--- config.mk ---
export PLATFORM = sky130hd
export DESIGN_NAME = multilevel_queue_scheduler_unit
export DESIGN_NICKNAME = d
export VERILOG_FILES = /design/src/hdl/mqs_pkg.sv /design/src/hdl/mqs_ram.sv /design/src/hdl/mqs_pick.sv /design/src/hdl/multilevel_queue_scheduler_unit.sv
export SDC_FILE = /design/constraint.sdc
export NUM_CORES = 2
export LEC_CHECK = 0
export BUFFER_PORTS_ARGS = -buffer_cell sky130_fd_sc_hd__buf_2
export CAP_MARGIN = 25
export CORE_ASPECT_RATIO = 0.7
export CORE_MARGIN = 2
export CORE_UTILIZATION = 48
export DETAILED_ROUTE_END_ITERATION = 16
export SLEW_MARGIN = 30
export SYNTH_ARGS = -nofsm -noshare
export SYNTH_HDL_FRONTEND = slang
export SYNTH_HIERARCHICAL = 1
export SYNTH_SLANG_ARGS = --single-unit
--- constraint.sdc ---
create_clock -name clock -period 7.8 [get_ports clock]
set_input_delay 1.56 -clock clock [delete_from_list [all_inputs] [get_ports clock]]
set_output_delay 1.56 -clock clock [all_outputs]
set_load 0.05 [all_outputs]
--- src/hdl/mqs_pkg.sv ---
`timescale 1ns / 1ps
`default_nettype none

package mqs_pkg;

   localparam int JOBS_PER_LEVEL_DEF = 16;
   localparam int WORK_BITS_DEF      = 16;
   localparam int LEVELS             = 3;
   localparam int TIME_W             = 22;
   localparam int SLOT_OUT_W         = 4;
   localparam int LEVEL_W            = 2;
   localparam int PRIO_W             = 4;
   localparam int BURST_W            = 16;
   localparam int CSR_ADDR_W         = 3;
   localparam int CSR_DATA_W         = 32;

   localparam logic [7:0] RR_QUANTUM_RESET  = 8'd4;
   localparam logic [7:0] LEVEL_SLICE_RESET = 8'd10;

   localparam logic KIND_ADD  = 1'b0;
   localparam logic KIND_TICK = 1'b1;

   localparam logic [LEVEL_W-1:0] LVL_RR   = 2'd0;
   localparam logic [LEVEL_W-1:0] LVL_PRIO = 2'd1;
   localparam logic [LEVEL_W-1:0] LVL_FCFS = 2'd2;

   localparam logic REG_RR_QUANTUM  = 1'b0;
   localparam logic REG_LEVEL_SLICE = 1'b1;

   // one above any real priority number
   localparam logic [PRIO_W:0] PRIO_NONE = 5'd16;

   typedef struct packed {
      logic                kind;
      logic [PRIO_W-1:0]   job_priority;
      logic [BURST_W-1:0]  burst;
   } req_data_type;

   typedef struct packed {
      logic [LEVEL_W-1:0]    level;
      logic [SLOT_OUT_W-1:0] slot;
      logic                  rejected;
      logic                  ran;
      logic                  finished;
      logic [TIME_W-1:0]     finish_time;
      logic [TIME_W-1:0]     wait_time;
      logic                  all_done;
   } rsp_data_type;

   typedef struct packed {
      logic clear;
      logic valid;
      logic prio_mode;
   } pick_ctrl_type;

   typedef enum logic [4:0] {
      ST_IDLE = 5'b00001,
      ST_SCAN = 5'b00010,
      ST_READ = 5'b00100,
      ST_EXEC = 5'b01000,
      ST_OUT  = 5'b10000
   } state_type;

   function automatic logic [LEVEL_W-1:0] level_of(input logic [PRIO_W-1:0] p);
      logic [LEVEL_W-1:0] l;
      if (p inside {[4'd1:4'd3]}) begin
         l = LVL_RR;
      end else if (p inside {[4'd4:4'd6]}) begin
         l = LVL_PRIO;
      end else begin
         l = LVL_FCFS;
      end
      return l;
   endfunction

endpackage

`default_nettype wire

--- src/hdl/mqs_ram.sv ---
`timescale 1ns / 1ps
`default_nettype none

module mqs_ram #(
   parameter int WIDTH = 8,
   parameter int DEPTH = 16
) (
   input  wire logic                     clock,
   input  wire logic                     wr_en,
   input  wire logic [$clog2(DEPTH)-1:0] wr_addr,
   input  wire logic [WIDTH-1:0]         wr_data,
   input  wire logic [$clog2(DEPTH)-1:0] rd_addr,
   output logic      [WIDTH-1:0]         rd_data
);

   logic [WIDTH-1:0] mem_ff [DEPTH];
   logic [WIDTH-1:0] rd_data_ff;

   always_ff @(posedge clock) begin
      if (wr_en) begin
         mem_ff[wr_addr] <= wr_data;
      end
      rd_data_ff <= mem_ff[rd_addr];
   end

   assign rd_data = rd_data_ff;

endmodule

`default_nettype wire

--- src/hdl/mqs_pick.sv ---
`timescale 1ns / 1ps
`default_nettype none

module mqs_pick #(
   parameter int SW = 4,
   parameter int WB = 16
) (
   input  wire logic                          clock,
   input  wire logic                          reset,
   input  wire mqs_pkg::pick_ctrl_type        ctrl,
   input  wire logic [SW-1:0]                 in_slot,
   input  wire logic [WB-1:0]                 in_rem,
   input  wire logic [mqs_pkg::PRIO_W-1:0]    in_prio,
   output logic      [SW-1:0]                 best_slot
);

   logic [SW-1:0]              best_slot_ff, best_slot_in;
   logic [mqs_pkg::PRIO_W:0]   best_prio_ff, best_prio_in;
   logic                       found_ff, found_in;
   logic                       take;

   // one compare per streamed entry
   always_comb begin
      take = 1'b0;
      if (ctrl.valid && in_rem != '0) begin
         if (ctrl.prio_mode) begin
            take = {1'b0, in_prio} < best_prio_ff;
         end else begin
            take = !found_ff;
         end
      end
      best_slot_in = best_slot_ff;
      best_prio_in = best_prio_ff;
      found_in     = found_ff;
      if (ctrl.clear) begin
         best_slot_in = '0;
         best_prio_in = mqs_pkg::PRIO_NONE;
         found_in     = 1'b0;
      end else if (take) begin
         best_slot_in = in_slot;
         best_prio_in = {1'b0, in_prio};
         found_in     = 1'b1;
      end
   end

   always_ff @(posedge clock) begin
      if (reset) begin
         found_ff     <= 1'b0;
         best_prio_ff <= mqs_pkg::PRIO_NONE;
      end else begin
         found_ff     <= found_in;
         best_prio_ff <= best_prio_in;
      end
      best_slot_ff <= best_slot_in;
   end

   assign best_slot = best_slot_ff;

endmodule

`default_nettype wire

--- src/hdl/multilevel_queue_scheduler_unit.sv ---
`timescale 1ns / 1ps
`default_nettype none

// three-level job scheduler: round robin, priority and first come levels
// req channel: kind 0 adds a job (priority picks the level), kind 1 is one tick
// rsp channel: one result per request, held in an output register
// csr port: rr_quantum at 0x0, level_slice at 0x4, pready always high
// an add goes from accept through ST_OUT into the output register
// a tick whose level already holds a job does read, update and output in turn
// a tick that must pick a job first scans the level's n entries through one compare
// unit fed by the job memory read port, then does the read, update and output
// req_stall is high while a request is being worked on
// when rsp_stall holds the output register, the next request is still taken;
// its result waits in the sequencer until the output register frees
// reset clears counts, cursors, time and the handshakes; job memory is not
// cleared, only entries below each level's count are ever read
module multilevel_queue_scheduler_unit #(
   parameter int JOBS_PER_LEVEL = mqs_pkg::JOBS_PER_LEVEL_DEF,
   parameter int WORK_BITS      = mqs_pkg::WORK_BITS_DEF
) (
   input  wire logic                              clock,
   input  wire logic                              reset,
   input  wire logic                              req_valid,
   output logic                                   req_stall,
   input  wire mqs_pkg::req_data_type             req_data,
   output logic                                   rsp_valid,
   input  wire logic                              rsp_stall,
   output mqs_pkg::rsp_data_type                  rsp_data,
   input  wire logic                              csr_psel,
   input  wire logic                              csr_penable,
   input  wire logic                              csr_pwrite,
   input  wire logic [mqs_pkg::CSR_ADDR_W-1:0]    csr_paddr,
   input  wire logic [mqs_pkg::CSR_DATA_W-1:0]    csr_pwdata,
   output logic      [mqs_pkg::CSR_DATA_W-1:0]    csr_prdata,
   output logic                                   csr_pready
);

   localparam int LEVELS = mqs_pkg::LEVELS;
   localparam int DEPTH  = LEVELS * JOBS_PER_LEVEL;
   localparam int AW     = $clog2(DEPTH);
   localparam int SW     = (JOBS_PER_LEVEL > 1) ? $clog2(JOBS_PER_LEVEL) : 1;
   localparam int CW     = $clog2(JOBS_PER_LEVEL + 1);
   localparam int EW     = 2 * WORK_BITS + mqs_pkg::PRIO_W;
   localparam int TW     = mqs_pkg::TIME_W;
   localparam int LW     = mqs_pkg::LEVEL_W;

   mqs_pkg::state_type     state_ff, state_in;
   logic [7:0]             rrq_ff, rrq_in;
   logic [7:0]             lslice_ff, lslice_in;
   logic [CW-1:0]          count_ff  [LEVELS];
   logic [CW-1:0]          count_in  [LEVELS];
   logic [CW-1:0]          pend_ff   [LEVELS];
   logic [CW-1:0]          pend_in   [LEVELS];
   logic [SW-1:0]          cursor_ff [LEVELS];
   logic [SW-1:0]          cursor_in [LEVELS];
   logic [LEVELS-1:0]      held_ff, held_in;
   logic [7:0]             quantum_ff, quantum_in;
   logic [7:0]             slice_ff, slice_in;
   logic [LW-1:0]          cur_lvl_ff, cur_lvl_in;
   logic [LW-1:0]          job_lvl_ff, job_lvl_in;
   logic [TW-1:0]          busy_ff, busy_in;
   logic [SW-1:0]          scan_start_ff, scan_start_in;
   logic [CW-1:0]          scan_k_ff, scan_k_in;
   logic                   eval_valid_ff, eval_valid_in;
   logic [SW-1:0]          eval_slot_ff, eval_slot_in;
   mqs_pkg::rsp_data_type  res_ff, res_in;
   logic                   rsp_valid_ff, rsp_valid_in;
   mqs_pkg::rsp_data_type  rsp_data_ff, rsp_data_in;

   logic                   req_accept, csr_write;
   logic [LEVELS-1:0]      pend_nz;
   logic [LW-1:0]          add_lvl, nxt_lvl, c1, c2, tick_lvl, sel_lvl;
   logic                   need_switch;
   logic [7:0]             lim_q, lim_slice;
   logic [CW-1:0]          sel_count, sel_pend;
   logic [SW-1:0]          sel_cursor;
   logic                   sel_held;
   logic [WORK_BITS-1:0]   burst_w;
   logic                   add_reject;
   logic [CW:0]            scan_sum;
   logic [SW-1:0]          scan_slot;
   logic [CW:0]            slot_next;

   logic                   wr_en;
   logic [AW-1:0]          wr_addr, rd_addr;
   logic [EW-1:0]          wr_data, rd_data;
   logic [WORK_BITS-1:0]   rd_rem, rd_burst, rem_dec;
   logic [mqs_pkg::PRIO_W-1:0] rd_prio;
   logic [8:0]             q_next;
   logic [TW-1:0]          busy_next;

   mqs_pkg::pick_ctrl_type pick_ctrl;
   logic [SW-1:0]          best_slot;

   function automatic logic [AW-1:0] entry_addr(input logic [LW-1:0] l,
                                                input logic [SW-1:0] s);
      return AW'(l) * AW'(JOBS_PER_LEVEL) + AW'(s);
   endfunction

   assign req_stall  = (state_ff != mqs_pkg::ST_IDLE);
   assign req_accept = req_valid && !req_stall;
   assign csr_write  = csr_psel && csr_penable && csr_pwrite;
   assign csr_pready = 1'b1;
   assign csr_prdata = (csr_paddr[2] == mqs_pkg::REG_LEVEL_SLICE) ?
                       {24'd0, lslice_ff} : {24'd0, rrq_ff};

   assign lim_q     = (rrq_ff == 8'd0) ? 8'd1 : rrq_ff;
   assign lim_slice = (lslice_ff == 8'd0) ? 8'd1 : lslice_ff;

   always_comb begin
      for (int l = 0; l < LEVELS; l++) begin
         pend_nz[l] = (pend_ff[l] != '0);
      end
   end

   // level turn: next level in cyclic order with pending work
   always_comb begin
      c1 = (cur_lvl_ff == mqs_pkg::LVL_FCFS) ? mqs_pkg::LVL_RR : cur_lvl_ff + 2'd1;
      c2 = (c1 == mqs_pkg::LVL_FCFS) ? mqs_pkg::LVL_RR : c1 + 2'd1;
      if (pend_nz[c1]) begin
         nxt_lvl = c1;
      end else if (pend_nz[c2]) begin
         nxt_lvl = c2;
      end else begin
         nxt_lvl = cur_lvl_ff;
      end
      need_switch = (slice_ff >= lim_slice) || !pend_nz[cur_lvl_ff];
      tick_lvl    = need_switch ? nxt_lvl : cur_lvl_ff;
   end

   assign add_lvl = mqs_pkg::level_of(req_data.job_priority);

   always_comb begin
      if (state_ff == mqs_pkg::ST_IDLE) begin
         sel_lvl = (req_data.kind == mqs_pkg::KIND_ADD) ? add_lvl : tick_lvl;
      end else begin
         sel_lvl = job_lvl_ff;
      end
   end

   assign sel_count  = count_ff[sel_lvl];
   assign sel_pend   = pend_ff[sel_lvl];
   assign sel_cursor = cursor_ff[sel_lvl];
   assign sel_held   = held_ff[sel_lvl];

   assign burst_w    = WORK_BITS'(req_data.burst);
   assign add_reject = (burst_w == '0) || (sel_count >= CW'(JOBS_PER_LEVEL));

   assign scan_sum  = (CW+1)'(scan_start_ff) + (CW+1)'(scan_k_ff);
   assign scan_slot = (scan_sum >= (CW+1)'(sel_count)) ?
                      SW'(scan_sum - (CW+1)'(sel_count)) : SW'(scan_sum);

   assign rd_rem   = rd_data[WORK_BITS-1:0];
   assign rd_burst = rd_data[2*WORK_BITS-1:WORK_BITS];
   assign rd_prio  = rd_data[EW-1:2*WORK_BITS];
   assign rem_dec  = rd_rem - WORK_BITS'(1);
   assign q_next   = {1'b0, quantum_ff} + 9'd1;
   assign busy_next = busy_ff + TW'(1);
   assign slot_next = (CW+1)'(sel_cursor) + (CW+1)'(1);

   always_comb begin
      state_in      = state_ff;
      rrq_in        = rrq_ff;
      lslice_in     = lslice_ff;
      count_in      = count_ff;
      pend_in       = pend_ff;
      cursor_in     = cursor_ff;
      held_in       = held_ff;
      quantum_in    = quantum_ff;
      slice_in      = slice_ff;
      cur_lvl_in    = cur_lvl_ff;
      job_lvl_in    = job_lvl_ff;
      busy_in       = busy_ff;
      scan_start_in = scan_start_ff;
      scan_k_in     = scan_k_ff;
      eval_valid_in = 1'b0;
      eval_slot_in  = eval_slot_ff;
      res_in        = res_ff;
      rsp_valid_in  = rsp_valid_ff;
      rsp_data_in   = rsp_data_ff;
      wr_en         = 1'b0;
      wr_addr       = '0;
      wr_data       = '0;
      rd_addr       = '0;
      pick_ctrl     = '0;
      pick_ctrl.prio_mode = (job_lvl_ff == mqs_pkg::LVL_PRIO);
      pick_ctrl.valid     = eval_valid_ff;

      if (csr_write) begin
         if (csr_paddr[2] == mqs_pkg::REG_RR_QUANTUM) begin
            rrq_in = csr_pwdata[7:0];
         end else begin
            lslice_in = csr_pwdata[7:0];
         end
      end

      if (rsp_valid_ff && !rsp_stall) begin
         rsp_valid_in = 1'b0;
      end

      case (state_ff)
         mqs_pkg::ST_IDLE: begin
            if (req_accept) begin
               res_in = '0;
               state_in = mqs_pkg::ST_OUT;
               if (req_data.kind == mqs_pkg::KIND_ADD) begin
                  res_in.level    = add_lvl;
                  res_in.rejected = add_reject;
                  if (!add_reject) begin
                     res_in.slot       = mqs_pkg::SLOT_OUT_W'(sel_count);
                     wr_en             = 1'b1;
                     wr_addr           = entry_addr(add_lvl, SW'(sel_count));
                     wr_data           = {req_data.job_priority, burst_w, burst_w};
                     count_in[add_lvl] = sel_count + CW'(1);
                     pend_in[add_lvl]  = sel_pend + CW'(1);
                  end
               end else if (pend_nz == '0) begin
                  res_in.level = cur_lvl_ff;
               end else begin
                  if (need_switch) begin
                     cur_lvl_in = nxt_lvl;
                     slice_in   = 8'd0;
                     quantum_in = 8'd0;
                  end
                  job_lvl_in = tick_lvl;
                  if (sel_held) begin
                     state_in = mqs_pkg::ST_READ;
                  end else begin
                     scan_start_in   = (CW'(sel_cursor) >= sel_count) ? '0 : sel_cursor;
                     scan_k_in       = '0;
                     pick_ctrl.clear = 1'b1;
                     state_in        = mqs_pkg::ST_SCAN;
                  end
               end
            end
         end
         mqs_pkg::ST_SCAN: begin
            // issue one entry read a cycle; the compare sees it in the next cycle
            if (scan_k_ff < sel_count) begin
               rd_addr       = entry_addr(job_lvl_ff, scan_slot);
               eval_valid_in = 1'b1;
               eval_slot_in  = scan_slot;
               scan_k_in     = scan_k_ff + CW'(1);
            end else if (!eval_valid_ff) begin
               cursor_in[job_lvl_ff] = best_slot;
               held_in[job_lvl_ff]   = 1'b1;
               state_in              = mqs_pkg::ST_READ;
            end
         end
         mqs_pkg::ST_READ: begin
            rd_addr  = entry_addr(job_lvl_ff, sel_cursor);
            state_in = mqs_pkg::ST_EXEC;
         end
         mqs_pkg::ST_EXEC: begin
            wr_en      = 1'b1;
            wr_addr    = entry_addr(job_lvl_ff, sel_cursor);
            wr_data    = {rd_prio, rd_burst, rem_dec};
            busy_in    = busy_next;
            slice_in   = slice_ff + 8'd1;
            res_in.level = job_lvl_ff;
            res_in.slot  = mqs_pkg::SLOT_OUT_W'(sel_cursor);
            res_in.ran   = 1'b1;
            if (rem_dec == '0) begin
               res_in.finished     = 1'b1;
               res_in.finish_time  = busy_next;
               res_in.wait_time    = busy_next - TW'(rd_burst);
               held_in[job_lvl_ff] = 1'b0;
               quantum_in          = 8'd0;
               pend_in[job_lvl_ff] = sel_pend - CW'(1);
            end else if (job_lvl_ff == mqs_pkg::LVL_RR) begin
               if (q_next >= {1'b0, lim_q}) begin
                  quantum_in = 8'd0;
                  held_in[mqs_pkg::LVL_RR] = 1'b0;
                  cursor_in[mqs_pkg::LVL_RR] =
                     (slot_next >= (CW+1)'(count_ff[mqs_pkg::LVL_RR])) ?
                     '0 : SW'(slot_next);
               end else begin
                  quantum_in = q_next[7:0];
               end
            end
            state_in = mqs_pkg::ST_OUT;
         end
         mqs_pkg::ST_OUT: begin
            if (!rsp_valid_ff || !rsp_stall) begin
               rsp_data_in          = res_ff;
               rsp_data_in.all_done = (pend_nz == '0);
               rsp_valid_in         = 1'b1;
               state_in             = mqs_pkg::ST_IDLE;
            end
         end
         default: begin
            state_in = mqs_pkg::ST_IDLE;
         end
      endcase
   end

   always_ff @(posedge clock) begin
      if (reset) begin
         state_ff      <= mqs_pkg::ST_IDLE;
         rrq_ff        <= mqs_pkg::RR_QUANTUM_RESET;
         lslice_ff     <= mqs_pkg::LEVEL_SLICE_RESET;
         for (int l = 0; l < LEVELS; l++) begin
            count_ff[l]  <= '0;
            pend_ff[l]   <= '0;
            cursor_ff[l] <= '0;
         end
         held_ff       <= '0;
         quantum_ff    <= '0;
         slice_ff      <= '0;
         cur_lvl_ff    <= mqs_pkg::LVL_RR;
         busy_ff       <= '0;
         eval_valid_ff <= 1'b0;
         rsp_valid_ff  <= 1'b0;
      end else begin
         state_ff      <= state_in;
         rrq_ff        <= rrq_in;
         lslice_ff     <= lslice_in;
         count_ff      <= count_in;
         pend_ff       <= pend_in;
         cursor_ff     <= cursor_in;
         held_ff       <= held_in;
         quantum_ff    <= quantum_in;
         slice_ff      <= slice_in;
         cur_lvl_ff    <= cur_lvl_in;
         busy_ff       <= busy_in;
         eval_valid_ff <= eval_valid_in;
         rsp_valid_ff  <= rsp_valid_in;
      end
      job_lvl_ff    <= job_lvl_in;
      scan_start_ff <= scan_start_in;
      scan_k_ff     <= scan_k_in;
      eval_slot_ff  <= eval_slot_in;
      res_ff        <= res_in;
      rsp_data_ff   <= rsp_data_in;
   end

   assign rsp_valid = rsp_valid_ff;
   assign rsp_data  = rsp_data_ff;

   mqs_ram #(
      .WIDTH (EW),
      .DEPTH (DEPTH)
   ) u_job_ram (
      .clock   (clock),
      .wr_en   (wr_en),
      .wr_addr (wr_addr),
      .wr_data (wr_data),
      .rd_addr (rd_addr),
      .rd_data (rd_data)
   );

   mqs_pick #(
      .SW (SW),
      .WB (WORK_BITS)
   ) u_pick (
      .clock     (clock),
      .reset     (reset),
      .ctrl      (pick_ctrl),
      .in_slot   (eval_slot_ff),
      .in_rem    (rd_rem),
      .in_prio   (rd_prio),
      .best_slot (best_slot)
   );

   // pending jobs never outnumber stored jobs
   assert property (@(posedge clock) disable iff (reset)
      (pend_ff[0] <= count_ff[0]) && (pend_ff[1] <= count_ff[1]) &&
      (pend_ff[2] <= count_ff[2]))
      else $error("pending count above level count");

   // a scan only runs on a level that has pending work
   assert property (@(posedge clock) disable iff (reset)
      (state_ff == mqs_pkg::ST_SCAN) |-> pend_nz[job_lvl_ff])
      else $error("scan on level without pending work");

   // the job chosen to run still has work left
   assert property (@(posedge clock) disable iff (reset)
      (state_ff == mqs_pkg::ST_EXEC) |-> (rd_rem != '0))
      else $error("running a job with no work left");

   // a finished tick leaves its level without a held job
   assert property (@(posedge clock) disable iff (reset)
      (state_ff == mqs_pkg::ST_EXEC && rem_dec == '0) |=> !held_ff[$past(job_lvl_ff)])
      else $error("hold kept after finish");

endmodule

`default_nettype wire
* Yosys cells after proc, flatten, opt, wreduce, memory -nomap -nowiden *
Memory sizes are Yosys's and may differ from the RTL's. A register that Yosys moved wholly into a read port is not among the register bits.
Cells that the tools add are included.

cells by class
  add/subtract/negate cells = 17
  magnitude comparators = 23
  equal/unequal tests = 26
  muxes and demuxes = 119
  bitwise operators = 14
  reduce and logical (&&, ||, !) cells = 52

operators with widths
  operator                 count
  $mux W36                 3
  $pmux W46 S2             1
  $mux W5                  18
  $mux W8                  10
  $pmux W36 S2             1
  $mux W15                 4
  $mux W54                 1
  $bwmux W15               3
  $mux W45                 1
  $mux W4                  9
  $pmux W6 S2              3
  $logic_not A16 Y1        2
  $pmux W8 S2              2
  $ne A2 B2 Y1 const B     15
  $pmux W15 S2             1
  $pmux W5 S5              1
  $mux W1                  24
  $mux W12                 2
  $mux W2                  12
  $mux W6                  4
  $add A22 B1 Y22 const B  1
  $sub A22 B16 Y22         1
  $bmux W5 S2              2
  $demux W5 S2             2
  65 further kinds         128

storage, ports and cells
  bits in registers = 240
  bits in writable memories = 1,728
  input port bits = 63
  output and inout port bits = 89
  memories kept = 1

memories
  name              depth  bits a word  rd ports  clocked after Yosys merged registers in  write ports  RTL line       source
  u_job_ram.mem_ff  48     36           1         1                                        1            mqs_ram.sv:16  logic [WIDTH-1:0] mem_ff [DEPTH];

* Depth between registers and ports, before layout *
  depth after elaboration = 23
  mapped depth = 34

* Modules after synthesis *
Netlist, hierarchy kept.

by module, submodules not included
  module                           instances  cells each  area an instance (sq um)  sequential area each (sq um)
  mqs_ram                          1          3,262       67,612.3                  52,610.5
  multilevel_queue_scheduler_unit  1          1,403       13,190.2                  5,825.6
  mqs_pick                         1          60          548.0                     200.2

* Worst setup path after synthesis *
Ideal clock, no wire load.

  kind = input to register
  start point = input req_data[17] (netlist bit)
  end point = register u_job_ram.rd_data_ff[1], in the netlist u_job_ram/rd_data[1] (read register of u_job_ram.mem_ff)
  data arrival time = 6,903 ps
  required time = 7,657 ps
  slack = 754 ps
  stages = 20
  cells stage by stage = and2_1 > a211oi_1 > o21ai_0 > o21ai_0 > a211oi_2 > buf_6 > a2bb2oi_2 > ha_1 > a2111oi_0 > a41oi_1 > a311o_2 > inv_1 > o2bb2ai_1 > buf_2 > buf_2 > clkbuf_1 > mux4_2 > mux4_2 > nand2_1 > o41ai_2

on the way
  cells in the longest elaborated chain, start to end = 15
  elaborated cells between the ends (all ways) = 25
  classes of those cells = 3 x add/sub; 6 x order compare; 13 x mux; 1 x bitwise; 2 x reduce/logical

ends and longest elaborated chain
  what                                                  RTL line                                                                        source
  start: declaration                                    multilevel_queue_scheduler_unit.sv:25                                           input wire mqs_pkg::req_data_type req_data,
  $ge A4 B3 Y1 / $le A4 B3 Y1 (equally long branches)   mqs_pkg.sv:68                                                                   end else if (p inside {[4'd4:4'd6]}) begin
  $logic_and A1 B1 Y1                                   mqs_pkg.sv:68
  $mux W2                                               mqs_pkg.sv:68
  $mux W2 (*)                                           mqs_pkg.sv:66                                                                   if (p inside {[4'd1:4'd3]}) begin
  $mux W2 (*)                                           multilevel_queue_scheduler_unit.sv:135                                          sel_lvl = (req_data.kind == mqs_pkg::KIND_ADD) ? add_lvl : tick_lvl;
  $mux W2 (*)                                           multilevel_queue_scheduler_unit.sv:134                                          if (state_ff == mqs_pkg::ST_IDLE) begin
  $not A2 Y3 (not written as such) (*)                  multilevel_queue_scheduler_unit.sv:141, multilevel_queue_scheduler_unit.sv:143
  $bmux W5 S2                                           multilevel_queue_scheduler_unit.sv:141                                          assign sel_count = count_ff[sel_lvl];
  $mux W5 (not written as such) (2 in series)           multilevel_queue_scheduler_unit.sv:141
  $ge A6 B5 Y1 / $sub A4 B4 Y4 (equally long branches)  multilevel_queue_scheduler_unit.sv:150, multilevel_queue_scheduler_unit.sv:151
  $mux W4                                               multilevel_queue_scheduler_unit.sv:150                                          assign scan_slot = (scan_sum >= (CW+1)'(sel_count)) ?
  $add A6 B4 Y6                                         multilevel_queue_scheduler_unit.sv:97                                           return AW'(l) * AW'(JOBS_PER_LEVEL) + AW'(s);
  $mux W6                                               multilevel_queue_scheduler_unit.sv:239                                          if (scan_k_ff < sel_count) begin
  $pmux W6 S2 (*)                                       multilevel_queue_scheduler_unit.sv:201                                          case (state_ff)
  named net rd_addr[1]                                  multilevel_queue_scheduler_unit.sv:85                                           logic [AW-1:0] wr_addr, rd_addr;
  end: declaration                                      mqs_ram.sv:17                                                                   logic [WIDTH-1:0] rd_data_ff;

The timed path passes the listed nets; every way through them passes the cells marked *. The select of a mux whose other input is x is not followed.
A chain may end at the register's enable or synchronous reset.

* Worst setup path in the final report *
  start point = register lslice_ff[4]
  end point = register u_job_ram.rd_data_ff[30], in the netlist u_job_ram/rd_data[30] (read register of u_job_ram.mem_ff)

on the way
  cells in the longest elaborated chain, start to end = 16
  elaborated cells between the ends (all ways) = 22
  classes of those cells = 3 x add/sub; 3 x order compare; 13 x mux; 1 x bitwise; 2 x reduce/logical

ends and longest elaborated chain
  what                                                  RTL line                                                                        source
  start: declaration                                    multilevel_queue_scheduler_unit.sv:49                                           logic [7:0] lslice_ff, lslice_in;
  start signal: assignment                              multilevel_queue_scheduler_unit.sv:301                                          lslice_ff <= mqs_pkg::LEVEL_SLICE_RESET;
  start signal: assignment                              multilevel_queue_scheduler_unit.sv:317                                          lslice_ff <= lslice_in;
  $logic_not A8 Y1                                      multilevel_queue_scheduler_unit.sv:108                                          assign lim_slice = (lslice_ff == 8'd0) ? 8'd1 : lslice_ff;
  $mux W8 (*)                                           multilevel_queue_scheduler_unit.sv:108
  $ge A8 B8 Y1 (*)                                      multilevel_queue_scheduler_unit.sv:127                                          need_switch = (slice_ff >= lim_slice) || !pend_nz[cur_lvl_ff];
  $logic_or A1 B1 Y1 (*)                                multilevel_queue_scheduler_unit.sv:127
  $mux W2 (*)                                           -
  $mux W2 (*)                                           multilevel_queue_scheduler_unit.sv:135
  $mux W2 (*)                                           multilevel_queue_scheduler_unit.sv:134
  $not A2 Y3 (not written as such) (*)                  multilevel_queue_scheduler_unit.sv:141
  $bmux W5 S2 (*)                                       multilevel_queue_scheduler_unit.sv:141
  $mux W5 (not written as such) (*) (2 in series)       multilevel_queue_scheduler_unit.sv:141
  $ge A6 B5 Y1 / $sub A4 B4 Y4 (equally long branches)  multilevel_queue_scheduler_unit.sv:150, multilevel_queue_scheduler_unit.sv:151
  $mux W4 (*)                                           multilevel_queue_scheduler_unit.sv:150
  named net scan_slot[0]                                multilevel_queue_scheduler_unit.sv:81                                           logic [SW-1:0] scan_slot;
  $add A6 B4 Y6 (*)                                     multilevel_queue_scheduler_unit.sv:97
  $mux W6 (*)                                           multilevel_queue_scheduler_unit.sv:239
  $pmux W6 S2 (*)                                       multilevel_queue_scheduler_unit.sv:201
  named net rd_addr[0]                                  multilevel_queue_scheduler_unit.sv:85

Marks and branches as above.

==> summary.md <==
| Metric | Value |
|---|---|
| Worst min path class | flop to flop |
| Largest net degree at the start of global routing | 68 |
| Clock Path Buffers | 3 |
| Reg2reg setup slack | 0.31 ns |
| Antenna Violating Nets Remaining | 0 |
| Post-CTS Hold Buffers | 0 |
| Pwr/cell area | between 200 and 250 mW/mm^2 |
| Vias/cell | 6.07 |
| Yosys cell types | 99 |
| Worst IR Drop VDD | between 0.00015 and 0.0002 V |
| Number of max-cap violations | 0 |
| Clk sink count | 2004 |
| Share of layout cells above drive strength 1 | 19.8% |
| First-pass DRT Iterations | 6 |
| RePlAce Congestion | between 0.8 and 0.9 |
| Routed vias | 45200 |
| Dpl cells | 7092 |
| Worst Tran Pin Value | roughly 1 ns |
| Crit path launch type | flop |
| Initial antenna violation count | 7 |
| Tmin final | 7.49 ns |
| Synth warn | 6 |
| Initial core utilization | 48.3% |
| Syn Area/Cell | 17.2 sq um |
| Final Hold Fails | 0 |
| Gate Count Post-Synth | 4725 |
| First-pass GRT wire length | 314 mm |
| Worst r2r src | lslice_ff[4] |
| Slowest CP cell | mux4_2 |
| CP Capture Type | flop |
| CTS clk-pin slew, worst paths | 0.06 ns |
| Hpwl dp | about 130 mm |
| CTS H-tree depth | 4 |
| P_leak | 29.6 nW |
| Highest Clock Rate | 0.134 GHz |
| Max Fanout on Critical Path | 14 |
| Cts bufs inserted | 183 |
| Tcrit/Tclk final | 96.0% |
| Setup WS pre-CTS | 0.280 ns |
| Clk_lat worst skew | 0.84 ns |
| CTS tree | built |
| Port Buffers | 100 |
| Drt wl/cell | about 30 microns |
| Final WL | 222 mm |
| Kind of critical path | flop to flop |
| Die width | 496 microns |
| Post-synth EDFFs | about 1900 |
| Post-Syn Area | 0.0814 sq mm |
| Std cell rows | about 130 |
| Crit-path max cell delay | about 0.64 ns |
| Endpoints failing setup | 0 |
| Ys flop type | edfxtp_1 |
| Synth Register Bits | ~2000 |
| Io pins | 152 |
| Clock Skews | 0.0322 ns |
| Area growth syn-to-layout | 14.3% |
| Hold Crit Start | res_ff[38] |
| Number of inserted diodes | 0 |
| Worst Setup SP | lslice_ff[4] |
| Drt drc | 0 |
| PnR worst setup slack | a little over 0.3 ns |
| Outcome | finished, final reports clean |
| Tot GR Track Use | 25.5% |
| Core area | 0.169 sq mm |
| Die area | ~0.17 sq mm |
| Worst Path Required | 8.48 ns |
| Fin nets | 5173 |
| Gr ovfl total | 0 |
| Crit path arrival time | 8.17 ns |
| Height of the die | 348 microns |
| Async S/R FF share, synth | 0% |
| Post-synthesis sequential area ratio | 72.1% |
| Number of global-route vias before repair | 42800 |
| Finished Layout Cells | 7435 |
| Max-slew violation count | 0 |
| 1st-iter DRT viols | 5601 |
| Max transition margin | between 30% and 40% |
| CTS Root Cell | clkbuf_16 |
path summary, 6_finish.rpt:
| check | end | depth (start not counted) |
|---|---|---|
| hold / removal | rsp_data[38] | 0 |
| hold reg to reg | rsp_data[38] | 0 |
| setup reg to reg | u_job_ram/rd_data[30] | 32 |
| setup / recovery | u_job_ram/rd_data[30] | 32 |
sequential cells by signal, indices dropped and copies added (netlist names), named ones only:
register,count
u_pick/best_slot,4
state_ff,5
job_lvl_ff,2
lslice_ff,8
cursor_ff,12
busy_ff,22
eval_slot_ff,4
slice_ff,8
scan_start_ff,4
rrq_ff,8
eval_valid_ff,1
count_ff,15
quantum_ff,8
u_pick/found_ff,1
scan_k_ff,5
u_job_ram/rd_data,36
held_ff,1
u_job_ram/mem_ff,1728
pend_ff,15
u_pick/best_prio_ff,5
res_ff,53
rsp_valid,1
rsp_data,54
cur_lvl_ff,2
synthesized netlist by cell type (all sizes together), types with 18 or more instances:
library cell | instances | area, sq um
buf | 143 | 1100
ha | 67 | 838
and3 | 19 | 125
xnor2 | 43 | 377
xor2 | 47 | 412
a21o | 18 | 135
inv | 70 | 263
nand3 | 38 | 190
nor3 | 38 | 240
a22o | 78 | 683
mux2i | 607 | 6080
o41ai | 36 | 586
edfxtp | 1850 | 55600
o22ai | 50 | 313
a221oi | 73 | 639
and2 | 33 | 209
or3 | 19 | 124
mux4 | 180 | 4050
clkbuf | 132 | 495
a21oi | 147 | 747
dfxtp | 154 | 3080
nor2 | 210 | 825
nand2 | 194 | 731
a22oi | 158 | 1210
o21ai | 100 | 512
nand2b | 25 | 156
repair_timing:
action	4_1_cts	5_1_grt
resized for setup	0	20
setup buffers	0	2
endpoints found under the setup margin	0	36
power by group:
| part | leakage (nW) | switching [mW] | total, mW | internal (mW) |
|---|---|---|---|---|
| clock network | 2.87 | 3.95 | 8.84 | 4.89 |
| registers | 18.4 | 0.0662 | 12.0 | 11.9 |
| logic | 8.24 | 0.822 | 1.15 | 0.328 |
metal layers:
metal	up-vias	wire [microns]	share of wire, %	track usage, %
met5	-	0	0	0
met4	0	5120	2.3	6.84
met3	281	19400	8.8	4.31
met2	2024	96700	44	37.0
met1	23400	101000	45	39.7
li1	19500	-	-	-
critical path: cells and delay by family (launching register included):
kind | cells | cell delay [ns]
muxes | 3 | 1.52
buffers and inverters | 5 | 0.82
DFF | 1 | 0.34
and+or+nand+nor | 11 | 1.70
AOI/OAI and AO/OA | 10 | 2.08
adders and majority gates | 3 | 0.84
placed cells by master (no fill, tap or decap), types with 67 or more instances in the layout:
| cell type | netlist | routed |
|---|---|---|
| dfxtp_1 | 154 | 154 |
| buf_2 | 14 | 99 |
| ha_1 | 67 | 67 |
| nor2_1 | 203 | 157 |
| clkbuf_16 | 0 | 190 |
| a21oi_1 | 144 | 142 |
| buf_4 | 62 | 205 |
| mux4_2 | 180 | 180 |
| a22o_1 | 78 | 78 |
| edfxtp_1 | 1850 | 1850 |
| a22oi_1 | 154 | 154 |
| mux2i_1 | 607 | 607 |
| inv_1 | 68 | 68 |
| nand2_1 | 193 | 191 |
layout make-up:
cell class / count / area (sq um)
multi-input combinational: 2398 / 21800
clock inverter: 80 / 687
inverter: 71 / 267
tap: 2240 / 2800
clock buffer: 260 / 5190
timing repair buffer: 382 / 3650
sequential: 2004 / 58600
fill: 13100 / 75500
kinds of logic (layout without fill, tap and decap cells):
| kind of cell | after synthesis | after routing | share of synthesized area, % |
|---|---|---|---|
| flops | 2004 | 2004 | 72.1 |
| simple gates | 666 | 666 | 4.01 |
| mux | 798 | 798 | 12.6 |
| fa+ha+maj | 70 | 70 | 1.10 |
| xor+xnor | 90 | 90 | 0.969 |
| buf+inv | 346 | 793 | 2.29 |
| compound gates | 749 | 749 | 6.92 |
| other cells | 2 | 25 | 0.00923 |
stage by stage:
step | hold WS (ns) | TNS (ns) | instance area, sq um | util, % | power [mW]
floorplan | 0.400 | 0 | 81400 | - | 12.9
global placement | 0.404 | 0 | 86700 | 51.5 | 13.3
detailed placement | 0.405 | 0 | 87000 | 51.6 | 13.3
CTS | 0.420 | 0 | 92900 | 55.1 | 22.0
global route | 0.425 | -0.0478 | 93000 | 55.2 | 22.6
finish | 0.413 | 0 | 93000 | 55.2 | 21.9
Power figures use the tool's default switching activity.
